## config.mk

```make
export PLATFORM = sky130hd
export DESIGN_NAME = dtte_ctrl
export DESIGN_NICKNAME = d
export VERILOG_FILES = /design/src/rtl/dtte_pkg.sv /design/src/rtl/dtte_ctrl.sv
export VERILOG_INCLUDE_DIRS = /design/src /design/src/rtl
export SDC_FILE = /design/constraint.sdc
export NUM_CORES = 1
export LEC_CHECK = 0
export BUFFER_PORTS_ARGS = -buffer_cell sky130_fd_sc_hd__buf_2
export CAP_MARGIN = 20
export CORE_MARGIN = 4
export CORE_UTILIZATION = 40
export CTS_CLUSTER_SIZE = 8
export DETAILED_ROUTE_END_ITERATION = 10
export GPL_ROUTABILITY_DRIVEN = 0
export PLACE_DENSITY = 0.74
export SYNTH_ARGS = -nofsm -noshare
export SYNTH_HDL_FRONTEND = slang
export SYNTH_SLANG_ARGS = --single-unit
```

## constraint.sdc

```tcl
create_clock -name clk -period 1.5 [get_ports clk]
set_clock_uncertainty 0.05 [all_clocks]
set_input_delay 0.375 -clock clk [delete_from_list [all_inputs] [get_ports clk]]
set_output_delay 0.375 -clock clk [all_outputs]
set_load 0.02 [all_outputs]
```

## src/rtl/assert_macros.svh

```systemverilog
// Assertion helpers; the module using them must have clk and rst in scope.
`ifndef ASSERT_MACROS_SVH
`define ASSERT_MACROS_SVH

// Implication checked on every clock edge outside reset.
`define CHECK_PROP(lbl, prop) \
  lbl: assert property (@(posedge clk) disable iff (rst) prop) \
    else $error("check failed");

// Condition that must hold on every clock edge outside reset.
`define CHECK_ALWAYS(lbl, cond) \
  lbl: assert property (@(posedge clk) disable iff (rst) (cond)) \
    else $error("invariant failed");

`endif

```

## src/rtl/dtte_pkg.sv

```systemverilog
package dtte_pkg;

  typedef struct packed {
    logic [7:0] char_byte;
    logic       last;
  } in_word_t;

  typedef struct packed {
    logic signed [63:0] epoch_value;
    logic               status;
  } out_word_t;

  typedef enum logic [2:0] {
    ST_PARSE,
    ST_PREP,
    ST_DIV,
    ST_SUM,
    ST_MAC,
    ST_DONE
  } state_t;

  typedef struct packed {
    state_t     st;
    logic [4:0] step;
    logic       take;
  } cmd_t;

  typedef struct packed {
    logic last_fail;
    logic snap_mode;
    logic out_free;
  } stat_t;

  // Parser phases
  localparam logic [3:0] PH_YEAR     = 4'd0;
  localparam logic [3:0] PH_MONTH    = 4'd1;
  localparam logic [3:0] PH_DAY      = 4'd2;
  localparam logic [3:0] PH_HOUR     = 4'd3;
  localparam logic [3:0] PH_MIN      = 4'd4;
  localparam logic [3:0] PH_SEC      = 4'd5;
  localparam logic [3:0] PH_WAIT_DOT = 4'd6;
  localparam logic [3:0] PH_FRAC     = 4'd7;
  localparam logic [3:0] PH_DONE     = 4'd8;

  localparam logic [7:0] CH_TAB   = 8'h09;
  localparam logic [7:0] CH_CR    = 8'h0D;
  localparam logic [7:0] CH_SPACE = 8'h20;
  localparam logic [7:0] CH_PLUS  = 8'h2B;
  localparam logic [7:0] CH_MINUS = 8'h2D;
  localparam logic [7:0] CH_DOT   = 8'h2E;
  localparam logic [7:0] CH_ZERO  = 8'h30;
  localparam logic [7:0] CH_NINE  = 8'h39;
  localparam logic [7:0] CH_COLON = 8'h3A;
  localparam logic [7:0] CH_NUL   = 8'h00;

  localparam logic [6:0] COUNT_CAP = 7'd64;

  localparam logic [4:0] DIV_LAST = 5'd0;
  localparam logic [4:0] SUM_LAST = 5'd5;
  localparam logic [2:0] MAC_LAST_TERM = 3'd4;
  localparam logic [1:0] MAC_LAST_PART = 2'd2;

  // -32167 - 2451545
  localparam logic signed [63:0] DAY_OFFSET = -64'sd2483712;

  localparam logic [63:0] USEC_PER_DAY  = 64'd86400000000;
  localparam logic [63:0] USEC_PER_HOUR = 64'd3600000000;
  localparam logic [63:0] USEC_PER_MIN  = 64'd60000000;
  localparam logic [63:0] USEC_PER_SEC  = 64'd1000000;

  // ceil(2^37 / 100): exact quotient by 100 for any 32-bit magnitude
  localparam logic [31:0] CENTURY_RECIP = 32'd1374389535;

  typedef struct packed {
    logic [3:0]         phase;
    logic [29:0]        acc;
    logic               neg;
    logic               sgn;
    logic [3:0]         cnt;
    logic [19:0]        frac;
    logic [2:0]         taken;
    logic               dot;
    logic               err;
    logic               we;
    logic [2:0]         widx;
    logic signed [30:0] wval;
  } pst_t;

endpackage

```

## src/rtl/dtte_ctrl.sv

```systemverilog
`include "assert_macros.svh"

module dtte_ctrl import dtte_pkg::*; (
  input  logic  clk,
  input  logic  rst,
  input  logic  char_valid,
  input  logic  last,
  output logic  char_stall,
  input  stat_t stat,
  output cmd_t  cmd
);

  state_t     st, st_next;
  logic [4:0] step, step_next;

  always_ff @(posedge clk) begin
    if (rst) begin
      st   <= ST_PARSE;
      step <= '0;
    end else begin
      st   <= st_next;
      step <= step_next;
    end
  end

  always_comb begin
    st_next = st;
    case (st)
      ST_PARSE: begin
        if (char_valid && last) st_next = stat.last_fail ? ST_DONE : ST_PREP;
      end
      ST_PREP: st_next = ST_DIV;
      ST_DIV: begin
        if (step == DIV_LAST) st_next = ST_SUM;
      end
      ST_SUM: begin
        if (step == SUM_LAST) st_next = stat.snap_mode ? ST_DONE : ST_MAC;
      end
      ST_MAC: begin
        if (step[4:2] == MAC_LAST_TERM && step[1:0] == MAC_LAST_PART) st_next = ST_DONE;
      end
      ST_DONE: begin
        if (stat.out_free) st_next = ST_PARSE;
      end
      default: st_next = ST_PARSE;
    endcase
  end

  always_comb begin
    step_next = '0;
    if (st_next == st) begin
      case (st)
        ST_DIV, ST_SUM: step_next = step + 5'd1;
        ST_MAC: begin
          // upper bits: product term, low two bits: partial product
          if (step[1:0] == MAC_LAST_PART) step_next = {step[4:2] + 3'd1, 2'd0};
          else step_next = step + 5'd1;
        end
        default: step_next = '0;
      endcase
    end
  end

  always_comb begin
    char_stall = (st != ST_PARSE);
    cmd.st     = st;
    cmd.step   = step;
    cmd.take   = char_valid && (st == ST_PARSE);
  end

  `CHECK_PROP(a_div_len, (st == ST_DIV && step == DIV_LAST) |=> st == ST_SUM)
  `CHECK_PROP(a_last_ends, (cmd.take && last) |=> st != ST_PARSE)
  `CHECK_PROP(a_mac_ts_only, (st == ST_MAC) |-> !stat.snap_mode)

endmodule

```

==> results.md <==
* Drt wl/cell at 15.69 µm
* Count of maximum capacitance violations at 0
* Area of the die at approximately 2400 µm²
* Number of storage elements in the synthesis netlist at 8
* H-tree levels at 1
* Detailed-route via count at ~700
* Data required time of the critical path at about 1.6 ns
* First DRT Iteration DRCs at 8
* Horiz. Die Dim at 49.06 µm
* TritonCTS clock tree: yes
* Peak per-stage delay on the critical path at 0.37 ns
* Cell with the biggest individual delay on the critical path: sky130_fd_sc_hd__or3_1
* Final min period at 1.561 ns
* Setup repair after global routing missed its margin: true
* Longest Clk Path Bufs at 2
* Clock latency at the later pin of the worst-skew pair at 0.27 ns
* Number of nets in the layout at ~130
* Number of routed nets with antenna violations at 0
* Number of cells in the finished layout apart from fillers at 125
* Number of clock sinks seen by CTS at 8
* Violations in the final reports: negative setup slack
* Post-Route Utilization at 0.6989
* Share of final-layout standard cells stronger than drive strength 1 at 0.6330
* Hold Path Class: in -> reg
* Slew of the pin with the lowest slew margin at 0.2793 ns
* Number of cell rows at 14
* Number of buffer cells added on primary ports at 16
* Antenna violations before repair at 0
* Synthesized Nets at 87
* Die Height at 49.06 µm
* Total number of yosys warnings at 0
* Antenna cell count at 0
* Number of hold violations in the final report at 0
* Crit path DAT at 1.67 ns
* Post-Syn Instances at 71
* Top-level I/O count at 17
* Fraction of the cycle the final worst path needs at 1.041
* Mean post-synth cell area at approximately 9.5 µm²
* Proportion of register bits with asynchronous set or reset after synthesis at 0
* Total power draw at 706.9 µW
* Cell mode on critical path: sky130_fd_sc_hd__buf_4
* CTS buffer count at 3
* Total grt overflow at 0
* Netlist area before placement at 674.4 µm²
* Filler cells at 120
* Global-route wire length before repair at 3042 µm
* Initial DRT Pass Iterations at 4
* Largest net degree at the start of global routing at 10
* Number of global-route vias before repair at 681
* Crit Path Class: reg -> reg
* Half-perimeter wire length of the detailed placement result at 1251 µm
* Overall routed net length at 1961 µm
* Maximum clock frequency at 640.5 MHz
* Worst-path clk slew at 0.07 ns
* Drc violations at 0
* Cell variety after synth at 37
* Critical Path Fanout Max at 3
* Final Max Slew Viols at 0
* Worst path setup slack after routing at -0.06127 ns
* Vias per cell at 5.568
* Cell-by-cell listing of the critical path: buf_4 > buf_4 > ha_1 > or3_1 > o21ai_0 > nor4_2
* Most used flip-flop cell after synthesis: sky130_fd_sc_hd__dfxtp_1
* Run status: finished with violations
* Worst Setup Start Kind: flop
* Sequential cell area at approximately 180 µm²
* Final number of setup-violating endpoints at 7
* Sum of negative setup slack at -0.2218 ns
* Leakage component of the power at approximately 0.00045 µW
* Total power per unit cell area at approximately 660 nW/µm²
* Tot GR Track Use at 0.1627
* Starting density of the core at 0.4375
* Cell at the root of the clock tree: sky130_fd_sc_hd__clkbuf_4
* EDFF count, synth at 0
* Synth-to-layout area growth at 59.74%
* Maximum resistive drop on vdd at around 0.48 mV
* Sequential-to-total area share from yosys stat at 0.2375
* Multi-input gate area at 579.3 µm²
* Placed instance count at 114
* Core region area at 1541 µm²
* Endpoint class of the critical path: flop
* Worst rel slew slack at 0.8138
## per-stage QoR
step           hold WS, ns  instance area (µm²)  worst slack [ns]
2_1_floorplan       0.3867                700.7          -0.01482
3_3_place_gp        0.5090                869.6          -0.08746
3_5_place_dp        0.5017                869.6           -0.1318
4_1_cts             0.2376                 1020          -0.06853
5_1_grt             0.2542                 1077           -0.1227
6_report            0.2516                 1077          -0.06127
## report_power, final
part | total, µW | internal, µW | switching (µW)
combinational | 281 | 140 | 141
sequential | 232 | 218 | 14.4
clock | 194 | 102 | 91.1
total | 707 | 461 | 246
## cell usage in the layout (no fill, tap or decap), drive strengths merged, types with 2 or more instances in the layout
| cell | instances |
|---|---|
| buf | 37 |
| ha | 9 |
| dfxtp | 8 |
| nand2 | 4 |
| inv | 4 |
| clkbuf | 4 |
| nor2 | 3 |
| a21oi | 3 |
| nor4 | 3 |
| nand2b | 3 |
| a22oi | 3 |
| or3 | 3 |
| nand3 | 2 |
| o22ai | 2 |
| and4bb | 2 |
| o21ai | 2 |
| nor3 | 2 |
## what timing repair did
action / CTS / global route
resized for setup: 17 / 8
endpoints found under the hold margin: 0 / 0
buffers inserted: 7 / 0
setup endpoints to repair: 8 / 7
pin swaps: 7 / 6
hold buffers: 0 / 0
## layer usage
layer  track usage  vias to the layer above  part of all wire
met4       0.07623                        0             0.017
li1              -                      341                 -
met1        0.1795                      330              0.41
met2        0.2790                       21              0.52
met5             0                        -                 0
met3       0.04893                        4             0.055
## critical path: cells and delay by family (launching register included)
family | cells | cell delay [ns]
AND/OR/NAND/NOR | 2 | 0.45
flip-flops | 1 | 0.35
buffers and inverters | 2 | 0.27
AO/OA/AOI/OAI | 1 | 0.11
adder cells (fa/ha/maj) | 1 | 0.21
## Yosys cell counts, types with 2 or more instances
cell type                  number  area [µm²]
sky130_fd_sc_hd__nand2_1        4       15.01
sky130_fd_sc_hd__nor4_1         3       18.77
sky130_fd_sc_hd__nand2b_4       2       27.53
sky130_fd_sc_hd__ha_1           9       112.6
sky130_fd_sc_hd__nand3_1        2       10.01
sky130_fd_sc_hd__inv_1          4       15.01
sky130_fd_sc_hd__buf_6          2       22.52
sky130_fd_sc_hd__nor3_1         2       10.01
sky130_fd_sc_hd__a21oi_1        3       15.01
sky130_fd_sc_hd__a22oi_1        2       15.01
sky130_fd_sc_hd__nor2_1         3       11.26
sky130_fd_sc_hd__or3_2          2       15.01
sky130_fd_sc_hd__o22ai_1        2       12.51
sky130_fd_sc_hd__dfxtp_1        8       160.2
## final timing paths
path / endpoint / cells after the start / start / slack [ns]
worst max-delay path: step[2] / 6 / step[1] / -0.06
worst min-delay path: st[2] / 2 / rst / 0.25
worst max register to register: step[2] / 6 / step[1] / -0.06
worst min register to register: st[1] / 2 / st[2] / 0.53
## sequential cells by signal, indices dropped and copies added, names as in the netlist
register / count
st: 3
step: 5
## cell type report
| cell class | instances | area share |
|---|---|---|
| timing repair buffer | 37 | 0.2323 |
| sequential | 8 | 0.1707 |
| clock buffer | 4 | 0.02439 |
| tap | 16 | 0.01858 |
| multi-input combinational | 56 | 0.5377 |
| inverter | 4 | 0.01626 |
## cells by family after synthesis
| kind of cell | Yosys count | synth area share |
|---|---|---|
| adder cells (fa/ha/maj) | 9 | 0.1670 |
| flip-flops | 8 | 0.2375 |
| AO/OA/AOI/OAI | 17 | 0.1818 |
| AND/OR/NAND/NOR | 29 | 0.3247 |
| XOR/XNOR | 1 | 0.01299 |
| buffers and inverters | 7 | 0.07605 |
Note: power is estimated with default switching activity, not from simulation.
